### src/hw/rtl/bahp_pkg.sv
`default_nettype none
package bahp_pkg;

  typedef enum logic [1:0] {
    PH_SCHEME,
    PH_BASIC,
    PH_OTHER,
    PH_REJECT
  } phase_t;

  typedef enum logic [2:0] {
    ST_ACCEPT,
    ST_DECODE,
    ST_TAIL,
    ST_SCHEME_OUT,
    ST_USER_OUT,
    ST_STATUS_OUT
  } state_t;

  localparam logic [1:0] KIND_SCHEME = 2'd0;
  localparam logic [1:0] KIND_USER   = 2'd1;
  localparam logic [1:0] KIND_STATUS = 2'd2;

  localparam logic [2:0] STS_EMPTY      = 3'd0;
  localparam logic [2:0] STS_REJECTED   = 3'd1;
  localparam logic [2:0] STS_SCHEME     = 3'd2;
  localparam logic [2:0] STS_NO_COLON   = 3'd3;
  localparam logic [2:0] STS_USER       = 3'd4;

  localparam logic [7:0] CH_SPACE = 8'h20;
  localparam logic [7:0] CH_COLON = 8'h3A;
  localparam logic [7:0] CH_PAD   = 8'h3D;
  localparam logic [7:0] CH_PLUS  = 8'h2B;
  localparam logic [7:0] CH_SLASH = 8'h2F;
  localparam logic [7:0] CH_UP_A  = 8'h41;
  localparam logic [7:0] CH_UP_Z  = 8'h5A;
  localparam logic [7:0] CH_LO_A  = 8'h61;
  localparam logic [7:0] CH_LO_Z  = 8'h7A;
  localparam logic [7:0] CH_DIG_0 = 8'h30;
  localparam logic [7:0] CH_DIG_9 = 8'h39;
  localparam logic [7:0] CASE_GAP = 8'd32;

  localparam int BASIC_LEN = 5;

  typedef struct packed {
    logic accept;
    logic decode_step;
    logic load_tail;
    logic clr_idx;
    logic issue_scheme;
    logic issue_user;
    logic issue_status;
  } cmd_t;

  typedef struct packed {
    logic quad_now;
    logic dq_last;
    logic tail_avail;
    logic scheme_done;
    logic user_done;
    logic stage_free;
  } stat_t;

  // bit 6 flags a base64 alphabet byte, bits 5:0 hold its value
  function automatic logic [6:0] sextet_of(input logic [7:0] c);
    logic [7:0] d;
    logic       ok;
    d  = 8'd0;
    ok = 1'b1;
    if (c >= CH_UP_A && c <= CH_UP_Z) begin
      d = c - CH_UP_A;
    end else if (c >= CH_LO_A && c <= CH_LO_Z) begin
      d = c - CH_LO_A + 8'd26;
    end else if (c >= CH_DIG_0 && c <= CH_DIG_9) begin
      d = c - CH_DIG_0 + 8'd52;
    end else if (c == CH_PLUS) begin
      d = 8'd62;
    end else if (c == CH_SLASH) begin
      d = 8'd63;
    end else begin
      ok = 1'b0;
    end
    return {ok, d[5:0]};
  endfunction

  function automatic logic [7:0] basic_char(input logic [2:0] idx);
    logic [7:0] ch;
    case (idx)
      3'd0:    ch = 8'h62;
      3'd1:    ch = 8'h61;
      3'd2:    ch = 8'h73;
      3'd3:    ch = 8'h69;
      3'd4:    ch = 8'h63;
      default: ch = 8'h00;
    endcase
    return ch;
  endfunction

endpackage
`default_nettype wire

### src/hw/rtl/bahp_ifs.sv
`default_nettype none
interface bahp_in_if;
  logic       valid;
  logic       ready;
  logic [7:0] data_byte;
  logic       byte_present;
  logic       is_last;

  modport source(output valid, data_byte, byte_present, is_last, input ready);
  modport sink(input valid, data_byte, byte_present, is_last, output ready);
endinterface

interface bahp_out_if;
  logic       valid;
  logic       ready;
  logic [1:0] kind;
  logic [7:0] out_byte;
  logic [2:0] status;
  logic       last_of_run;

  modport source(output valid, kind, out_byte, status, last_of_run, input ready);
  modport sink(input valid, kind, out_byte, status, last_of_run, output ready);
endinterface
`default_nettype wire

### src/hw/rtl/bahp_ctrl.sv
`default_nettype none
module bahp_ctrl (
  input  wire            clk,
  input  wire            rst_n,
  input  wire            in_valid,
  input  wire            in_is_last,
  output logic           in_ready,
  input  bahp_pkg::stat_t stat,
  output bahp_pkg::cmd_t  cmd
);
  import bahp_pkg::*;

  state_t state_r, state_nxt;
  logic   last_r, last_nxt;
  logic   tail_done_r, tail_done_nxt;

  always_ff @(posedge clk) begin
    if (!rst_n) begin
      state_r     <= ST_ACCEPT;
      last_r      <= 1'b0;
      tail_done_r <= 1'b0;
    end else begin
      state_r     <= state_nxt;
      last_r      <= last_nxt;
      tail_done_r <= tail_done_nxt;
    end
  end

  always_comb begin
    state_nxt     = state_r;
    last_nxt      = last_r;
    tail_done_nxt = tail_done_r;
    in_ready      = 1'b0;
    cmd           = '0;
    case (state_r)
      ST_ACCEPT: begin
        in_ready = 1'b1;
        if (in_valid) begin
          cmd.accept    = 1'b1;
          last_nxt      = in_is_last;
          tail_done_nxt = 1'b0;
          if (stat.quad_now) begin
            state_nxt = ST_DECODE;
          end else if (in_is_last) begin
            state_nxt = ST_TAIL;
          end
        end
      end
      ST_DECODE: begin
        cmd.decode_step = 1'b1;
        if (stat.dq_last) begin
          if (!last_r) begin
            state_nxt = ST_ACCEPT;
          end else if (!tail_done_r) begin
            state_nxt = ST_TAIL;
          end else begin
            state_nxt = ST_SCHEME_OUT;
          end
        end
      end
      ST_TAIL: begin
        // leftover two or three sextets still give bytes
        cmd.load_tail = 1'b1;
        tail_done_nxt = 1'b1;
        if (stat.tail_avail) begin
          state_nxt = ST_DECODE;
        end else begin
          state_nxt = ST_SCHEME_OUT;
        end
      end
      ST_SCHEME_OUT: begin
        if (stat.scheme_done) begin
          cmd.clr_idx = 1'b1;
          state_nxt   = ST_USER_OUT;
        end else if (stat.stage_free) begin
          cmd.issue_scheme = 1'b1;
        end
      end
      ST_USER_OUT: begin
        if (stat.user_done) begin
          state_nxt = ST_STATUS_OUT;
        end else if (stat.stage_free) begin
          cmd.issue_user = 1'b1;
        end
      end
      ST_STATUS_OUT: begin
        if (stat.stage_free) begin
          cmd.issue_status = 1'b1;
          last_nxt         = 1'b0;
          state_nxt        = ST_ACCEPT;
        end
      end
      default: begin
        state_nxt = ST_ACCEPT;
      end
    endcase
  end

endmodule
`default_nettype wire

### src/hw/rtl/bahp_dp.sv
`default_nettype none
module bahp_dp #(
  parameter int SCHEME_MAX   = 16,
  parameter int USER_MAX     = 32,
  parameter int DECODE_EXTRA = 256
) (
  input  wire             clk,
  input  wire             rst_n,
  input  wire       [7:0] in_data_byte,
  input  wire             in_byte_present,
  input  bahp_pkg::cmd_t  cmd,
  output bahp_pkg::stat_t stat,
  bahp_out_if.source      out_chan
);
  import bahp_pkg::*;

  localparam int SC_W    = $clog2(SCHEME_MAX);
  localparam int UC_W    = $clog2(USER_MAX);
  localparam int IDX_W   = (SC_W > UC_W) ? SC_W : UC_W;
  localparam int DEC_LIM = USER_MAX + DECODE_EXTRA - 1;
  localparam int DC_W    = $clog2(DEC_LIM + 1);

  // run state
  phase_t            phase_r, phase_nxt;
  logic [SC_W-1:0]   scheme_cnt_r, scheme_cnt_nxt;
  logic              basic_r, basic_nxt;
  logic [17:0]       hold_r, hold_nxt;
  logic [1:0]        sext_cnt_r, sext_cnt_nxt;
  logic [DC_W-1:0]   dec_cnt_r, dec_cnt_nxt;
  logic [UC_W-1:0]   user_cnt_r, user_cnt_nxt;
  logic              colon_r, colon_nxt;
  logic              search_end_r, search_end_nxt;
  logic              pad_r, pad_nxt;
  logic              hdr_end_r, hdr_end_nxt;

  // decoded byte queue
  logic [23:0]       dq_r, dq_nxt;
  logic [1:0]        dq_cnt_r, dq_cnt_nxt;

  // emission
  logic [IDX_W-1:0]  idx_r, idx_nxt;
  logic              pend_r, pend_nxt;
  logic [1:0]        stage_kind_r;
  logic [2:0]        stage_sts_r;
  logic              out_valid_r, out_valid_nxt;
  logic [1:0]        out_kind_r;
  logic [7:0]        out_byte_r;
  logic [2:0]        out_sts_r;
  logic              out_last_r;

  logic [7:0]        scheme_mem [SCHEME_MAX];
  logic [7:0]        user_mem [USER_MAX];
  logic [7:0]        sch_rdata_r;
  logic [7:0]        usr_rdata_r;

  logic              sch_we;
  logic              usr_we;
  logic [7:0]        lc;
  logic [6:0]        sx;
  logic [7:0]        dbyte;
  logic [2:0]        sts_code;
  logic              move;
  logic [7:0]        stage_byte;
  logic              quad_now;

  always_comb begin
    if (phase_r == PH_REJECT) begin
      sts_code = STS_REJECTED;
    end else if (phase_r == PH_SCHEME && scheme_cnt_r == '0) begin
      sts_code = STS_EMPTY;
    end else if (phase_r == PH_BASIC) begin
      sts_code = colon_r ? STS_USER : STS_NO_COLON;
    end else begin
      sts_code = STS_SCHEME;
    end
  end

  assign move = pend_r && (!out_valid_r || out_chan.ready);

  always_comb begin
    sx    = sextet_of(in_data_byte);
    lc    = (in_data_byte >= CH_UP_A && in_data_byte <= CH_UP_Z) ?
            in_data_byte + CASE_GAP : in_data_byte;
    dbyte = dq_r[23:16];

    phase_nxt      = phase_r;
    scheme_cnt_nxt = scheme_cnt_r;
    basic_nxt      = basic_r;
    hold_nxt       = hold_r;
    sext_cnt_nxt   = sext_cnt_r;
    dec_cnt_nxt    = dec_cnt_r;
    user_cnt_nxt   = user_cnt_r;
    colon_nxt      = colon_r;
    search_end_nxt = search_end_r;
    pad_nxt        = pad_r;
    hdr_end_nxt    = hdr_end_r;
    dq_nxt         = dq_r;
    dq_cnt_nxt     = dq_cnt_r;
    sch_we         = 1'b0;
    usr_we         = 1'b0;
    quad_now       = 1'b0;

    if (cmd.accept && in_byte_present && !hdr_end_r) begin
      if (in_data_byte == 8'd0) begin
        hdr_end_nxt = 1'b1;
      end else if (phase_r == PH_SCHEME) begin
        if (in_data_byte == CH_SPACE) begin
          if (scheme_cnt_r == '0) begin
            phase_nxt = PH_REJECT;
          end else if (scheme_cnt_r == SC_W'(BASIC_LEN) && basic_r) begin
            phase_nxt = PH_BASIC;
          end else begin
            phase_nxt = PH_OTHER;
          end
        end else if (scheme_cnt_r >= SC_W'(SCHEME_MAX - 1)) begin
          phase_nxt = PH_REJECT;
        end else begin
          if (scheme_cnt_r < SC_W'(BASIC_LEN)) begin
            if (lc != basic_char(scheme_cnt_r[2:0])) begin
              basic_nxt = 1'b0;
            end
          end else begin
            basic_nxt = 1'b0;
          end
          sch_we         = 1'b1;
          scheme_cnt_nxt = scheme_cnt_r + 1'b1;
        end
      end else if (phase_r == PH_BASIC && !pad_r) begin
        if (in_data_byte == CH_PAD) begin
          pad_nxt = 1'b1;
        end else if (sx[6]) begin
          if (sext_cnt_r == 2'd3) begin
            quad_now      = 1'b1;
            dq_nxt        = {hold_r, sx[5:0]};
            dq_cnt_nxt    = 2'd3;
            hold_nxt      = '0;
            sext_cnt_nxt  = 2'd0;
          end else begin
            hold_nxt     = {hold_r[11:0], sx[5:0]};
            sext_cnt_nxt = sext_cnt_r + 2'd1;
          end
        end
      end
    end

    if (cmd.load_tail && phase_r == PH_BASIC) begin
      if (sext_cnt_r == 2'd2) begin
        dq_nxt     = {hold_r[11:4], 16'd0};
        dq_cnt_nxt = 2'd1;
      end else if (sext_cnt_r == 2'd3) begin
        dq_nxt     = {hold_r[17:10], hold_r[9:2], 8'd0};
        dq_cnt_nxt = 2'd2;
      end
    end

    if (cmd.decode_step) begin
      dq_nxt     = {dq_r[15:0], 8'd0};
      dq_cnt_nxt = dq_cnt_r - 2'd1;
      if (dec_cnt_r < DC_W'(DEC_LIM)) begin
        dec_cnt_nxt = dec_cnt_r + 1'b1;
        if (!search_end_r && !colon_r) begin
          if (dbyte == CH_COLON) begin
            colon_nxt = 1'b1;
          end else if (dbyte == 8'd0) begin
            search_end_nxt = 1'b1;
          end else if (user_cnt_r < UC_W'(USER_MAX - 1)) begin
            usr_we       = 1'b1;
            user_cnt_nxt = user_cnt_r + 1'b1;
          end
        end
      end
    end

    if (cmd.issue_status) begin
      phase_nxt      = PH_SCHEME;
      scheme_cnt_nxt = '0;
      basic_nxt      = 1'b1;
      hold_nxt       = '0;
      sext_cnt_nxt   = 2'd0;
      dec_cnt_nxt    = '0;
      user_cnt_nxt   = '0;
      colon_nxt      = 1'b0;
      search_end_nxt = 1'b0;
      pad_nxt        = 1'b0;
      hdr_end_nxt    = 1'b0;
    end
  end

  always_comb begin
    idx_nxt = idx_r;
    if (cmd.clr_idx || cmd.issue_status) begin
      idx_nxt = '0;
    end else if (cmd.issue_scheme || cmd.issue_user) begin
      idx_nxt = idx_r + 1'b1;
    end

    pend_nxt = pend_r;
    if (cmd.issue_scheme || cmd.issue_user || cmd.issue_status) begin
      pend_nxt = 1'b1;
    end else if (move) begin
      pend_nxt = 1'b0;
    end

    out_valid_nxt = out_valid_r;
    if (move) begin
      out_valid_nxt = 1'b1;
    end else if (out_chan.ready) begin
      out_valid_nxt = 1'b0;
    end

    case (stage_kind_r)
      KIND_SCHEME: stage_byte = sch_rdata_r;
      KIND_USER:   stage_byte = usr_rdata_r;
      default:     stage_byte = 8'd0;
    endcase

    stat.quad_now    = quad_now;
    stat.dq_last     = (dq_cnt_r == 2'd1);
    stat.tail_avail  = (phase_r == PH_BASIC) && (sext_cnt_r >= 2'd2);
    stat.scheme_done = (idx_r == IDX_W'(scheme_cnt_r)) || (sts_code < STS_SCHEME);
    stat.user_done   = (idx_r == IDX_W'(user_cnt_r)) || (sts_code != STS_USER);
    stat.stage_free  = !pend_r || move;
  end

  always_ff @(posedge clk) begin
    if (!rst_n) begin
      phase_r      <= PH_SCHEME;
      scheme_cnt_r <= '0;
      basic_r      <= 1'b1;
      hold_r       <= '0;
      sext_cnt_r   <= 2'd0;
      dec_cnt_r    <= '0;
      user_cnt_r   <= '0;
      colon_r      <= 1'b0;
      search_end_r <= 1'b0;
      pad_r        <= 1'b0;
      hdr_end_r    <= 1'b0;
      dq_cnt_r     <= 2'd0;
      idx_r        <= '0;
      pend_r       <= 1'b0;
      out_valid_r  <= 1'b0;
    end else begin
      phase_r      <= phase_nxt;
      scheme_cnt_r <= scheme_cnt_nxt;
      basic_r      <= basic_nxt;
      hold_r       <= hold_nxt;
      sext_cnt_r   <= sext_cnt_nxt;
      dec_cnt_r    <= dec_cnt_nxt;
      user_cnt_r   <= user_cnt_nxt;
      colon_r      <= colon_nxt;
      search_end_r <= search_end_nxt;
      pad_r        <= pad_nxt;
      hdr_end_r    <= hdr_end_nxt;
      dq_cnt_r     <= dq_cnt_nxt;
      idx_r        <= idx_nxt;
      pend_r       <= pend_nxt;
      out_valid_r  <= out_valid_nxt;
    end
  end

  always_ff @(posedge clk) begin
    dq_r <= dq_nxt;
    if (sch_we) begin
      scheme_mem[scheme_cnt_r] <= in_data_byte;
    end
    if (usr_we) begin
      user_mem[user_cnt_r] <= dbyte;
    end
    if (cmd.issue_scheme) begin
      sch_rdata_r <= scheme_mem[idx_r[SC_W-1:0]];
    end
    if (cmd.issue_user) begin
      usr_rdata_r <= user_mem[idx_r[UC_W-1:0]];
    end
    if (cmd.issue_scheme) begin
      stage_kind_r <= KIND_SCHEME;
    end else if (cmd.issue_user) begin
      stage_kind_r <= KIND_USER;
    end else if (cmd.issue_status) begin
      stage_kind_r <= KIND_STATUS;
    end
    if (cmd.issue_status) begin
      stage_sts_r <= sts_code;
    end
    if (move) begin
      out_kind_r <= stage_kind_r;
      out_byte_r <= stage_byte;
      out_sts_r  <= (stage_kind_r == KIND_STATUS) ? stage_sts_r : STS_EMPTY;
      out_last_r <= (stage_kind_r == KIND_STATUS);
    end
  end

  assign out_chan.valid       = out_valid_r;
  assign out_chan.kind        = out_kind_r;
  assign out_chan.out_byte    = out_byte_r;
  assign out_chan.status      = out_sts_r;
  assign out_chan.last_of_run = out_last_r;

endmodule
`default_nettype wire

### src/hw/rtl/basic_auth_header_parser_top.sv
// flow: a header byte is taken in ST_ACCEPT; a byte that completes a base64 quad is followed
// by one decode step per decoded byte, through the single user store write port
// last item: closing quad decode plus tail check, then one result per cycle while out_chan is
// ready, none issued on the switch between scheme, user and status runs; results pass stage and output regs
// throughput: one header byte per cycle outside quad completions and the end-of-run flush
// reset: rst_n synchronous active low clears control state; the stores keep their contents
`default_nettype none
module basic_auth_header_parser_top #(
  parameter int SCHEME_MAX   = 16,
  parameter int USER_MAX     = 32,
  parameter int DECODE_EXTRA = 256
) (
  input  wire         clk,
  input  wire         rst_n,
  bahp_in_if.sink     in_chan,
  bahp_out_if.source  out_chan
);
  import bahp_pkg::*;

  cmd_t  cmd;
  stat_t stat;
  logic  in_ready;

  assign in_chan.ready = in_ready;

  bahp_ctrl u_ctrl (
    .clk        (clk),
    .rst_n      (rst_n),
    .in_valid   (in_chan.valid),
    .in_is_last (in_chan.is_last),
    .in_ready   (in_ready),
    .stat       (stat),
    .cmd        (cmd)
  );

  bahp_dp #(
    .SCHEME_MAX   (SCHEME_MAX),
    .USER_MAX     (USER_MAX),
    .DECODE_EXTRA (DECODE_EXTRA)
  ) u_dp (
    .clk             (clk),
    .rst_n           (rst_n),
    .in_data_byte    (in_chan.data_byte),
    .in_byte_present (in_chan.byte_present),
    .cmd             (cmd),
    .stat            (stat),
    .out_chan        (out_chan)
  );

endmodule
`default_nettype wire
### src/flat_wrapper.sv
// flat-port wrapper written by rule: the top's interface ports become plain ports
module basic_auth_header_parser_top_flat import bahp_pkg::*;
#(
  parameter int SCHEME_MAX   = 16,
  parameter int USER_MAX     = 32,
  parameter int DECODE_EXTRA = 256
)
  (clk, rst_n, in_chan_valid, in_chan_data_byte, in_chan_byte_present, in_chan_is_last, in_chan_ready, out_chan_valid, out_chan_kind, out_chan_out_byte, out_chan_status, out_chan_last_of_run, out_chan_ready);
  bahp_in_if in_chan_i ();
  bahp_out_if out_chan_i ();
  input  wire clk;
  input  wire rst_n;
  input wire logic [$bits(in_chan_i.valid)-1:0] in_chan_valid;
  input wire logic [$bits(in_chan_i.data_byte)-1:0] in_chan_data_byte;
  input wire logic [$bits(in_chan_i.byte_present)-1:0] in_chan_byte_present;
  input wire logic [$bits(in_chan_i.is_last)-1:0] in_chan_is_last;
  output wire logic [$bits(in_chan_i.ready)-1:0] in_chan_ready;
  output wire logic [$bits(out_chan_i.valid)-1:0] out_chan_valid;
  output wire logic [$bits(out_chan_i.kind)-1:0] out_chan_kind;
  output wire logic [$bits(out_chan_i.out_byte)-1:0] out_chan_out_byte;
  output wire logic [$bits(out_chan_i.status)-1:0] out_chan_status;
  output wire logic [$bits(out_chan_i.last_of_run)-1:0] out_chan_last_of_run;
  input wire logic [$bits(out_chan_i.ready)-1:0] out_chan_ready;
  assign in_chan_i.valid = in_chan_valid;
  assign in_chan_i.data_byte = in_chan_data_byte;
  assign in_chan_i.byte_present = in_chan_byte_present;
  assign in_chan_i.is_last = in_chan_is_last;
  assign in_chan_ready = in_chan_i.ready;
  assign out_chan_valid = out_chan_i.valid;
  assign out_chan_kind = out_chan_i.kind;
  assign out_chan_out_byte = out_chan_i.out_byte;
  assign out_chan_status = out_chan_i.status;
  assign out_chan_last_of_run = out_chan_i.last_of_run;
  assign out_chan_i.ready = out_chan_ready;
  basic_auth_header_parser_top #(.SCHEME_MAX(SCHEME_MAX), .USER_MAX(USER_MAX), .DECODE_EXTRA(DECODE_EXTRA)) u_core (.clk(clk), .rst_n(rst_n), .in_chan(in_chan_i), .out_chan(out_chan_i));
endmodule
### config.mk
export PLATFORM = sky130hd
export DESIGN_NAME = basic_auth_header_parser_top_flat
export DESIGN_NICKNAME = d
export VERILOG_FILES = /design/src/hw/rtl/bahp_pkg.sv /design/src/hw/rtl/bahp_ifs.sv /design/src/hw/rtl/bahp_ctrl.sv /design/src/hw/rtl/bahp_dp.sv /design/src/hw/rtl/basic_auth_header_parser_top.sv /design/src/flat_wrapper.sv
export SDC_FILE = /design/constraint.sdc
export NUM_CORES = 1
export LEC_CHECK = 0
export BUFFER_PORTS_ARGS = -buffer_cell sky130_fd_sc_hd__buf_2
export CAP_MARGIN = 20
export CORE_ASPECT_RATIO = 1.1
export CORE_MARGIN = 3
export CORE_UTILIZATION = 25
export CTS_BUF_LIST = sky130_fd_sc_hd__clkbuf_16
export DETAILED_ROUTE_END_ITERATION = 6
export MAX_ROUTING_LAYER = met4
export PLACE_DENSITY = 0.35
export SLEW_MARGIN = 40
export SYNTH_ARGS = -nofsm -noshare
export SYNTH_HDL_FRONTEND = slang
export SYNTH_SLANG_ARGS = --single-unit
### constraint.sdc
create_clock -name clk -period 3.8 [get_ports clk]
set_input_delay 0.19 -clock clk [delete_from_list [all_inputs] [get_ports clk]]
set_output_delay 0.19 -clock clk [all_outputs]
set_load 0.1 [all_outputs]
# Word level (Yosys, flattened, before mapping)
# Memories as Yosys holds them, arrays and structs flattened. A register that Yosys moved wholly into a read port is not among the register bits.
# Index checks and enable logic that the tools add are counted.
# op_classes
add_sub_neg,12
n_mul,0
div_mod_pow,0
order_cmp,12
n_eq_ne,33
shift,0
n_mux,109
n_bitwise,8
n_reduce_logical,54
# op_table
operator,count
2-to-1 mux 24 bit,11
2-to-1 mux 8 bit,7
2-to-1 mux 1 bit,50
equality test 8 x 6 -> 1 bit (second input constant),5
2-to-1 mux 2 bit,18
2-to-1 mux 3 bit,12
one-hot mux 7 bit (5 select lines),1
2-to-1 mux 6 bit,5
AND reduction 6 bit,4
2-to-1 mux 18 bit,1
one-hot mux 3 bit (6 select lines),1
greater-or-equal comparator 8 x 7 -> 1 bit (second input constant),2
<= comparator 8 x 7 -> 1 bit (second input constant),2
logical NOT 8 bit,2
one-hot mux 8 bit (2 select lines),1
AND reduction 5 bit,3
equality test 3 x 2 -> 1 bit (second input constant),4
logical AND 1 bit,12
nonzero test 2 bit,6
subtractor 6 bit (second input constant),2
adder 5 x 1 -> 5 bit (second input constant),2
!= test 2 x 1 -> 1 bit (second input constant),5
adder 9 x 1 -> 9 bit (second input constant),1
equality test 3 bit (second input constant),3
35 further kinds,68
# word_totals
reg_bits,102
latch_bits,0
ram_bits,384
mem_bits_ro,0
in_bits,14
output_inout_bits,16
word_cells,257
mem_count,2
# mem_list
name,words,width,read_ports,rd_clocked_by_memory_dff,wr,line_no,source
u_core.u_dp.user_mem,32,8,1,1,1,bahp_dp.sv:52,logic [7:0] user_mem [USER_MAX];
u_core.u_dp.scheme_mem,16,8,1,1,1,bahp_dp.sv:51,logic [7:0] scheme_mem [SCHEME_MAX];

# Longest topological paths before layout
# Gate-level depths: netlist of run 1.
# logic_depth
ltp_word,17
ltp_mapped,12

# Modules after synthesis
# A second synthesis of run 1 with hierarchy kept.
# unflattened
hier_cells,1307
area_unflattened_um2,21100.2
# by_module_without_submodules
mod,n_inst,cells_per_inst,area_per_inst_um2,seq_area_each_um2
bahp_dp,1,1256,20659.8,14123.5
bahp_ctrl,1,51,440.4,100.1

# Worst setup path after synthesis of run 1
# Ideal clock, no wire load.
# synth_timing
path_type,register to register
from,reg u_core.u_ctrl.state_r[2]
to,reg u_core.u_ctrl.state_r[1]
arrival_time_ns,3.378
required_time_ns,3.686
setup_slack_ns,0.308
path_stages_with_launch,6
synth_period_minus_slack_ns,3.492
path_cell_list,dfxtp_1 -> buf_6 -> clkbuf_1 -> nor3_1 -> nand3b_1 -> a2111oi_0
# synth_between
elab_chain_cells,8
word_cells_on_any_way,20
cone_classes,eq/ne (11); mux (5); reduce/logical (4)
# synth_rtl
element,line_no,source
start: declaration,bahp_ctrl.sv:13,"state_t state_r, state_nxt;"
start signal: assignment,bahp_ctrl.sv:23,state_r <= state_nxt;
logical NOT 3 bit,bahp_ctrl.sv:35,case (state_r)
2-to-1 mux 1 bit,bahp_ctrl.sv:35,
logical AND 1 bit (2 in a row),bahp_dp.sv:103,if (cmd.accept && in_byte_present && !hdr_end_r) begin
2-to-1 mux 1 bit,bahp_dp.sv:103,
2-to-1 mux 3 bit,bahp_ctrl.sv:42,if (stat.quad_now) begin
2-to-1 mux 3 bit,bahp_ctrl.sv:38,if (in_valid) begin
one-hot mux 3 bit (6 select lines),bahp_ctrl.sv:35,
# Parallel ways exist; a longest one is shown, timed or not. The select of a mux whose other input is x is not followed.
# A chain may end at the register's enable or synchronous reset.

# Worst setup path in the final report of run 1
# layout_timing
from,reg u_core.u_dp.out_valid_r (netlist: u_core.u_dp.out_chan.valid)
to,reg u_core.u_dp.hold_r[2]
# layout_between
elab_chain_cells,7
# layout_rtl
element,line_no,source
start: declaration,bahp_dp.sv:45,"logic out_valid_r, out_valid_nxt;"
start signal: assignment,bahp_dp.sv:257,out_valid_r <= out_valid_nxt;
logical NOT 1 bit,bahp_dp.sv:78,assign move = pend_r && (!out_valid_r || out_chan.ready);
logical OR 1 bit,bahp_dp.sv:78,
logical AND 1 bit,bahp_dp.sv:78,
logical OR 1 bit,bahp_dp.sv:222,stat.stage_free = !pend_r || move;
2-to-1 mux 1 bit,bahp_ctrl.sv:87,if (stat.stage_free) begin
2-to-1 mux 1 bit,bahp_ctrl.sv:35,
OR reduction 2 bit (no source line),--,
end signal: assignment,bahp_dp.sv:246,hold_r <= hold_nxt;
end: declaration,bahp_dp.sv:27,"logic [17:0] hold_r, hold_nxt;"
# Every way passes these cells.

==> results of run 1 <==
-- placed cells by master (no fill, tap or decap), types with 6 or more instances in the layout --
cell type | synthesis | routed
a211oi_1 | 6 | 6
a21o_1 | 6 | 6
a21oi_1 | 33 | 33
a22oi_1 | 8 | 8
a31oi_1 | 9 | 9
and2_1 | 8 | 8
buf_2 | 21 | 29
buf_4 | 1 | 86
clkbuf_16 | 0 | 58
clkinv_1 | 1 | 15
clkinv_2 | 0 | 15
conb_1 | 1 | 8
dfxtp_1 | 85 | 82
dlygate4sd3_1 | 0 | 6
edfxtp_1 | 417 | 417
ha_1 | 26 | 26
inv_1 | 19 | 28
mux2_2 | 9 | 9
mux2i_1 | 30 | 30
mux4_2 | 120 | 120
nand2_1 | 82 | 82
nand3_1 | 20 | 20
nand3b_1 | 17 | 17
nand4_1 | 6 | 6
nor2_1 | 128 | 128
nor2b_1 | 10 | 9
nor3_1 | 14 | 13
o21ai_0 | 19 | 19
o21ai_1 | 21 | 21
xnor2_1 | 15 | 15
xor2_1 | 14 | 14
-- cells in the mapped netlist, types with 3 or more instances --
cell type and number:
nor2b_1 10, nand3b_1 17, mux2_2 9, mux4_2 120, edfxtp_1 417, nand4_1 6
ha_1 26, o22ai_1 3, o211ai_1 3, or2_2 4, xor2_1 14, nand2_1 82
o41ai_1 3, buf_2 21, o21ai_0 19, and2_1 8, a21o_1 6, a22oi_1 8
mux2i_1 30, nor2_1 128, inv_1 19, and3_1 4, a31oi_1 9, a2111oi_0 3
xnor2_1 15, nor3_1 14, dfxtp_1 85, a32o_1 4, clkbuf_1 37, o21ai_1 21
nand2b_1 3, nor4b_1 3, a21oi_1 33, a211oi_1 6, nand3_1 20
-- power by group through the flow --
stage / Sequential [W] / Clock, W / Combinational [W]
floorplan: 0.00685 / 0 / 0.000311
global placement: 0.00674 / 0 / 0.000971
detailed placement: 0.00674 / 0 / 0.000994
CTS: 0.00663 / 0.00550 / 0.00100
global route: 0.00665 / 0.00569 / 0.00108
finish: 0.00663 / 0.00532 / 0.000959
-- stage by stage --
step / util [%] / setup WS (ps) / total power (W) / hold WS, ps
final: 30.0 / 812 / 0.0129 / 34.2
after global routing: 30.0 / 542 / 0.0134 / 22.7
after CTS: 30.0 / 805 / 0.0131 / 2.33
after detailed placement: 27.7 / 747 / 0.00774 / 438
after global placement: 27.7 / 811 / 0.00771 / 438
after floorplan: - / 308 / 0.00717 / 289
-- cell families (layout without fill, tap and decap cells) --
logic type / after synthesis / after routing / share of synthesized area, %
flip-flops: 502 / 502 / 68.2
AND/OR/NAND/NOR: 320 / 320 / 7.40
multiplexers: 159 / 159 / 14.9
AO/OA/AOI/OAI: 149 / 149 / 4.99
buffers and inverters: 84 / 253 / 1.73
XOR/XNOR: 29 / 29 / 1.22
adder cells (fa/ha/maj): 26 / 26 / 1.56
other: 1 / 9 / 0.0180
-- worst paths after layout --
| check | from | to | slack [ps] | cells past startpoint |
|---|---|---|---|---|
| setup / recovery | u_core.u_dp.out_chan.valid$_SDFFE_PN0P_ | u_core.u_dp.hold_r[2]$_SDFFE_PP0P_ | 810 | 6 |
| hold / removal | in_chan_data_byte[0] | u_core.u_dp.scheme_mem[10][0]$_DFFE_PP_ | 30 | 1 |
| setup reg to reg | u_core.u_dp.out_chan.valid$_SDFFE_PN0P_ | u_core.u_dp.hold_r[2]$_SDFFE_PP0P_ | 810 | 6 |
| hold reg to reg | u_core.u_dp.dq_r[6]$_SDFF_PP0_ | u_core.u_dp.dq_r[14]$_DFF_P_ | 450 | 2 |
-- flip-flops by register name, summed over array words and instances, names as in the netlist, 5 cells and up --
name and flops:
u_core.u_dp.sch_rdata_r 8, u_core.u_dp.scheme_mem 128, u_core.u_dp.idx_r 5, u_core.u_dp.user_cnt_r 5
u_core.u_dp.out_chan.out_byte 8, u_core.u_dp.dec_cnt_r 9, u_core.u_dp.dq_r 24, u_core.u_dp.usr_rdata_r 8
u_core.u_dp.user_mem 256, u_core.u_dp.hold_r 18
-- worst register-to-register path, cell delays in order, from the launching register on --
cell and delay, ps:
dfxtp_1 470, nor2b_1 710, nand2_1 280, nand3_1 270, nand2_1 470, nor3_1 530, a32o_1 190
-- cell type report --
cell class / count / area (µm²)
Tap cell: 1064 / 1330
Clock buffer: 58 / 1450
Fill cell: 8152 / 57600
Multi-Input combinational cell: 691 / 6310
Antenna cell: 1 / 2.50
Sequential cell: 502 / 14200
Inverter: 22 / 82.6
Clock inverter: 48 / 350
Timing Repair Buffer: 125 / 931
-- routing by layer --
| layer | wire, µm | track usage (%) | vias to the layer above |
|---|---|---|---|
| met1 | 26700 | 18.4 | 5908 |
| met3 | 1540 | 1.85 | 75 |
| li1 | - | - | 5243 |
| met2 | 27200 | 21.6 | 156 |
| met4 | 1130 | 3.07 | 0 |
| met5 | 0 | - | - |
-- repair_timing --
item / CTS / global route
endpoints found under the hold margin: 13 / 0
endpoints found under the setup margin: 0 / 0
buffers inserted: 0 / 0
hold buffers: 6 / 0
==> metrics.md, run 1 <==
| Metric | Value |
|---|---|
| Row count | 110 |
| Hold Path Class | in2reg |
| Max Freq | 335 MHz |
| CP Capture Type | flip-flop |
| CP top delay family | simple AND/OR/NAND/NOR gates |
| Clock buffer depth | 3 |
| RSZ-0062 raised after global routing | false |
| Initial Util | 25.3% |
| DR pass1 iterations | 5 |
| Root Driver | clkbuf_16 |
| IO Pins | 30 |
| Average cell area after synthesis | 16.4 µm² |
| Chip height | between 300 and 400 µm |
| Status | complete, no violations |
| Number of buffers created by CTS | between 50 and 60 |
| Routed length per placed instance | 22.5 µm |
| Distinct cells, synth | 80 |
| Total GRT Usage | 13.5% |
| Syn-to-layout area delta | 18.4% |
| Top cells by area, synth | edfxtp_1, mux4_2, dfxtp_1 |
| Via Count | 11400 |
| Setup Skew | around 28 ps |
| Worst-Margin Slew | 823 ps |
| PwrDens | 523 nW/µm² |
| Drt drc | 0 |
| Synth top area share | 60.0% |
| Area of the die | 86900 µm² |
| H-tree Lvls | 2 |
| Clock sinks | 502 |
| Setup_tns | 0 ps |
| Crit-path max FO | 14 |
| CTS clock-pin slew for the worst setup and hold paths | approximately 60 ps |
| Cells after synthesis | 1270 |
| CTS tree | yes |
| Skew-Pair Late Insertion Delay | 620 ps |
| Seq cells post-synth | around 500 |
| Sequential power share | 51.4% |
| Slowest CP cell | nor2b_1 |
| Final hold violations | 0 |
| Crit Path Category | reg2reg |
| Largest net degree at the start of global routing | 42 |
| Largest stage delay on the critical path | around 710 ps |
| Share of flip-flops with an asynchronous set or reset | 0% |
| Most used cell, CP | nand2_1 |
| Number of enable flip-flop cells after synthesis | 417 |
| Max-cap violation count | 0 |
| CP Cell Sequence | nor2b_1 -> nand2_1 -> nand3_1 -> nand2_1 -> nor3_1 -> a32o_1 |
| Layout cell share with drive strength beyond 1 | 25.0% |
| Fin crit share | 78.6% |
| Rel. slew slack | 45.0% |
| Buf/Inv on CP | 0 |
| First-pass GRT wire length | between 80000 and 90000 µm |
| GP Congestion | between 0.7 and 0.8 |
| Via/cell ratio | approximately 4.5 |
| Layout Cells excl Fill | 2511 |
| Worst EP required | ~4300 ps |
| P_leak | a little under 8 nW |
| IO Port Bufs | 29 |
| Cell-internal power | 0.00976 W |
| Antenna violations before repair | 0 |
| Register area share after synthesis | around 68% |
| Dpl hpwl | about 37000 µm |
| Synth area leader | edfxtp_1 |
| VDD IR-drop max | ~0.36 mV |
| Total Wirelength | roughly 57000 µm |
| Total congestion overflow | 0 |
| YS warnings | 0 |
| CP startpoint kind | flip-flop |
| Placement-stage cell area | 22800 µm² |
| Finished layout cell area | 24700 µm² |
| Sw frac | between 20 and 25% |
| Vias in the first global route | 11900 |
| Clock power share | 41.2% |
| DRT iter0 DRCs | about 990 |
| Nets | 1439 |
| Psw | roughly 0.0031 W |
| Mapped Area | 20900 µm² |
| Most used flip-flop cell after synthesis | edfxtp_1 |
| Post_cts resized | 0 |
| Final ANT Viol Nets | 0 |
| Final Max Slew Viols | 0 |
| Comb pwr share | 7.4% |
| CP arrival | 3530 ps |
| Total core area | 82300 µm² |
| # setup viols final | 0 |
| Die width | 281 µm |
| Placed insts | 2398 |
| Fin crit period | 2990 ps |
Note: power is estimated with default switching activity, not from simulation.
==> inputs of run 2 (changes only) <==
--- a/config.mk
+++ b/config.mk
@@ -5,6 +5,7 @@
 export SDC_FILE = /design/constraint.sdc
 export NUM_CORES = 1
 export LEC_CHECK = 0
+export ABC_AREA = 1
 export BUFFER_PORTS_ARGS = -buffer_cell sky130_fd_sc_hd__buf_2
 export CAP_MARGIN = 20
 export CORE_ASPECT_RATIO = 1.1
==> constraint.sdc (replaced) <==
create_clock -name clk -period 3.08 [get_ports clk]
set_input_delay 0.154 -clock clk [delete_from_list [all_inputs] [get_ports clk]]
set_output_delay 0.154 -clock clk [all_outputs]
set_load 0.1 [all_outputs]
==> run 2 against run 1 <==
Effect of this change: combinational power rose by 68%; synthesized area is 2.4% higher; die area is 2.4% higher; flip-flop and latch count is the same.
==> metrics.md, run 2 <==
| Metric | Value |
|---|---|
| Top cells by area, synth | edfxtp_1, dfxtp_1, o21ai_0 (was edfxtp_1, mux4_2, dfxtp_1) |
| Psw | 0.00417 W (was 0.00314 W) |
| Total congestion overflow | 0 (unchanged) |
| Total GRT Usage | 15.0% (was 13.5%) |
| Met2 Usage GRT | 25.2% (was 21.6%) |
| Power, Total | 0.0160 W (was 0.0129 W) |
| CP Capture Type | flip-flop (unchanged) |
| Worst-Margin Slew | 756 ps (was 823 ps) |
| CP arrival | 2810 ps (was 3530 ps) |
| Hold_ws | 58.8 ps (was 34.2 ps) |
| Most frequent cells in the layout | edfxtp_1, nor2_1, nand2_1, o21ai_0, inv_1 (was edfxtp_1, nor2_1, mux4_2, buf_4) |
| Area of the die | 89000 µm² (was 86900 µm²) |
| Hold path start | in_chan_data_byte[1] (was in_chan_data_byte[0]) |
| P_leak | 8.98 nW (was 7.85 nW) |
| Total core area | 84000 µm² (was 82300 µm²) |
| VDD IR-drop max | 0.442 mV (was 0.358 mV) |
| Sequential power share | 48.0% (was 51.4%) |
| # diodes | 0 (was 1) |
| CP startpoint kind | flip-flop (unchanged) |
| Clock power share | 42.0% (was 41.2%) |
| Mapped Area | 21400 µm² (was 20900 µm²) |
| Synth top area share | 58.6% (was 60.0%) |
| Row count | 111 (was 110) |
| IO Port Bufs | 29 (unchanged) |
| Worst r2r src | u_core.u_dp.dec_cnt_r[1]$_SDFFE_PP0P_ (was u_core.u_dp.out_chan.valid$_SDFFE_PN0P_) |
| Die width | 285 µm (was 281 µm) |
| Routed length per placed instance | 20.2 µm (was 22.5 µm) |
| Register area share after synthesis | 66.6% (was 68.2%) |
| FF-to-FF path depth | 11 (was 6) |
| Most common cell after layout, fill and taps aside | edfxtp_1 (unchanged) |
| Register Area | 14200 µm² (about the same) |
| H-tree Lvls | 2 (unchanged) |
| Reg with most FFs | u_core.u_dp.user_mem (unchanged) |
| PwrDens | 632 nW/µm² (was 523 nW/µm²) |
| Cells after synthesis | 1974 (was 1270) |
| Count leader, synth | edfxtp_1 (unchanged) |
| Max reg flops | 256 (unchanged) |
| Status | complete, no violations (unchanged) |
| GR Util met1 | 19.3% (was 18.4%) |
| First-pass GRT wire length | 98300 µm (was 83700 µm) |
| Fin crit period | 2570 ps (was 2990 ps) |
| Setup WS post-layout | 514 ps (was 812 ps) |
| GP Congestion | 0.787 (was 0.781) |
| Nets | 2117 (was 1439) |
| CTS clock-pin slew for the worst setup and hold paths | 60 ps (about the same) |
| Most Used Layer, Global Route | met2 (unchanged) |
| Crit Path Category | reg2reg (unchanged) |
| Via Count | 14900 (was 11400) |
| Largest net degree at the start of global routing | 69 (was 42) |
| Vias in the first global route | 15100 (was 11900) |
| Most used flip-flop cell after synthesis | edfxtp_1 (unchanged) |
| Placed insts | 3141 (was 2398) |
| YS warnings | 0 (unchanged) |
| Max-cap violation count | 0 (unchanged) |
| Total Wirelength | 65900 µm (was 56500 µm) |
| Sw frac | 26.0% (was 24.4%) |
| CTS tree | yes (unchanged) |
| IO Pins | 30 (unchanged) |
| Via/cell ratio | 4.59 (was 4.53) |
| Number of buffers created by CTS | 57 (unchanged) |
| Root Driver | clkbuf_16 (unchanged) |
| Comb pwr share | 10.0% (was 7.4%) |
| Hold Path Class | in2reg (unchanged) |
| Cell-internal power | 0.0118 W (was 0.00976 W) |
| Met3 GRT Util | 1.95% (was 1.85%) |
| WHS Path Cells | 2 (was 1) |
| Worst EP required | 3330 ps (was 4340 ps) |
| Synth area leader | edfxtp_1 (unchanged) |
| Final Max Slew Viols | 0 (unchanged) |
| Antenna violations before repair | 0 (unchanged) |
| Seq cells post-synth | 502 (unchanged) |
| Clock sinks | 502 (unchanged) |
| Final hold violations | 0 (unchanged) |
| Average cell area after synthesis | 10.8 µm² (was 16.4 µm²) |
| DRT iter0 DRCs | 1068 (was 988) |
| Clock buffer depth | 3 (unchanged) |
| Max Freq | 390 MHz (was 335 MHz) |
| Fillers | 8673 (was 8152) |
| Setup_tns | 0 ps (unchanged) |
| Worst Hold Path EP | u_core.u_dp.scheme_mem[2][1]$_DFFE_PP_ (was u_core.u_dp.scheme_mem[10][0]$_DFFE_PP_) |
| Multi-input logic area | 6290 µm² (was 6310 µm²) |
| Layout Cells excl Fill | 3256 (was 2511) |
| Rel. slew slack | 49.5% (was 45.0%) |
| Chip height | 313 µm (was 309 µm) |
| Syn-to-layout area delta | 18.5% (was 18.4%) |
| Layout cell share with drive strength beyond 1 | 12.0% (was 25.0%) |
| Setup Skew | 55.4 ps (was 28.3 ps) |
| Worst R2R Setup Slack | 510 ps (was 810 ps) |
| DR pass1 iterations | 5 (unchanged) |
| # setup viols final | 0 (unchanged) |
| Crit-path max FO | 9 (was 14) |
| Drt drc | 0 (unchanged) |
| Distinct cells, synth | 48 (was 80) |
| RR Endpoint | u_core.u_dp.user_mem[23][7]$_DFFE_PP_ (was u_core.u_dp.hold_r[2]$_SDFFE_PP0P_) |
| Leading registers by flop count | u_core.u_dp.user_mem x256, u_core.u_dp.scheme_mem x128, u_core.u_dp.dq_r x24 (unchanged) |
| Share of flip-flops with an asynchronous set or reset | 0% (unchanged) |
| Initial Util | 25.4% (was 25.3%) |
| Post_cts resized | 0 (unchanged) |
| Setup WS pre-CTS | 485 ps (was 747 ps) |
| Final ANT Viol Nets | 0 (unchanged) |
| Number of enable flip-flop cells after synthesis | 417 (unchanged) |
| Skew-Pair Late Insertion Delay | 650 ps (was 620 ps) |
| Fin crit share | 83.3% (was 78.6%) |
| Post-synth top cells | edfxtp_1, nor2_1, nand2_1, o21ai_0, inv_1 (was edfxtp_1, nor2_1, mux4_2, dfxtp_1, nand2_1) |
| RSZ-0062 raised after global routing | false (unchanged) |
| Dpl hpwl | 42700 µm (was 36900 µm) |
-- run 2: cell count changes after synthesis, sizes merged, moves of 34 or more --
cell / delta
o21ai: +237
mux4: -120
o22ai: +54
o221ai: +38
clkbuf: +34
nand3: +59
nor2: +207
inv: +88
nand2: +194
-- run 2: timing repair --
item | in CTS | in global routing
hold endpoints to repair | 43 | 0
hold buffers | 7 | 0
setup buffers | 0 | 0
-- run 2: power by group through the flow --
| stage | Combinational (W) | Clock [W] | Sequential (W) |
|---|---|---|---|
| global placement | 0.00164 | 0 | 0.00782 |
| floorplan | 0.000941 | 0 | 0.00786 |
| global route | 0.00182 | 0.00723 | 0.00769 |
| finish | 0.00161 | 0.00672 | 0.00768 |
| CTS | 0.00165 | 0.00698 | 0.00768 |
| detailed placement | 0.00164 | 0 | 0.00782 |
-- run 2: critical path: stages (launching register included) --
cell,delay (ps)
dfxtp_1,330
nand2_1,70
nor2_1,60
nand3_1,100
nand3_1,70
nand2_1,130
inv_1,80
nor3_2,460
inv_2,110
nor2_2,130
nand2_1,120
nor3_2,530
-- run 2: worst max-delay path by stage --
stage | start | to | slack, ps | cells after the start
floorplan | u_core.u_dp.dq_r[18]$_DFF_P_ | u_core.u_dp.user_mem[23][0]$_DFFE_PP_ | 570 | 9
global placement | in_chan_data_byte[2] | u_core.u_dp.dq_r[2]$_SDFF_PP0_ | 530 | 14
detailed placement | u_core.u_dp.dec_cnt_r[0]$_SDFFE_PP0P_ | u_core.u_dp.user_mem[23][7]$_DFFE_PP_ | 480 | 11
CTS | u_core.u_dp.dec_cnt_r[1]$_SDFFE_PP0P_ | u_core.u_dp.user_mem[23][7]$_DFFE_PP_ | 480 | 11
global route | u_core.u_dp.dec_cnt_r[2]$_SDFFE_PP0P_ | u_core.u_dp.user_mem[23][7]$_DFFE_PP_ | 250 | 11
finish | u_core.u_dp.dec_cnt_r[1]$_SDFFE_PP0P_ | u_core.u_dp.user_mem[23][7]$_DFFE_PP_ | 510 | 11
-- run 2: kinds of logic (layout without fill, tap and decap cells) --
kind of cell / after synthesis / count (layout) / share of synthesized area, %
AOI/OAI and AO/OA: 475 / 475 / 12.7
DFF: 502 / 502 / 66.6
adders and majority gates: 26 / 26 / 1.52
xor gates and xnor gates: 19 / 19 / 0.779
other: 1 / 8 / 0.0176
and+or+nand+nor: 733 / 733 / 14.3
buffers and inverters: 218 / 363 / 4.12
-- run 2: stage by stage --
step	utilization (%)	cell area, µm²
6_report	30.1	25300
5_1_grt	30.1	25300
3_3_place_gp	27.8	23400
3_5_place_dp	27.8	23400
4_1_cts	30.1	25300
2_1_floorplan	-	21400
-- run 2: final cells by class --
| class | count | share of cell area [%] |
|---|---|---|
| clock inverters | 50 | 1.61 |
| clock buffers | 58 | 5.73 |
| well taps | 1130 | 5.58 |
| flip-flops and latches | 502 | 56.2 |
| multi-input cells | 1261 | 24.9 |
| repair buffers | 143 | 4.32 |
| inverters | 112 | 1.68 |
-- run 2: routing by layer --
metal / up-vias / part of all wire [%]
met5: - / 0
met4: 0 / 2.0
met3: 85 / 3.0
met2: 238 / 49
met1: 7397 / 46
li1: 7224 / -
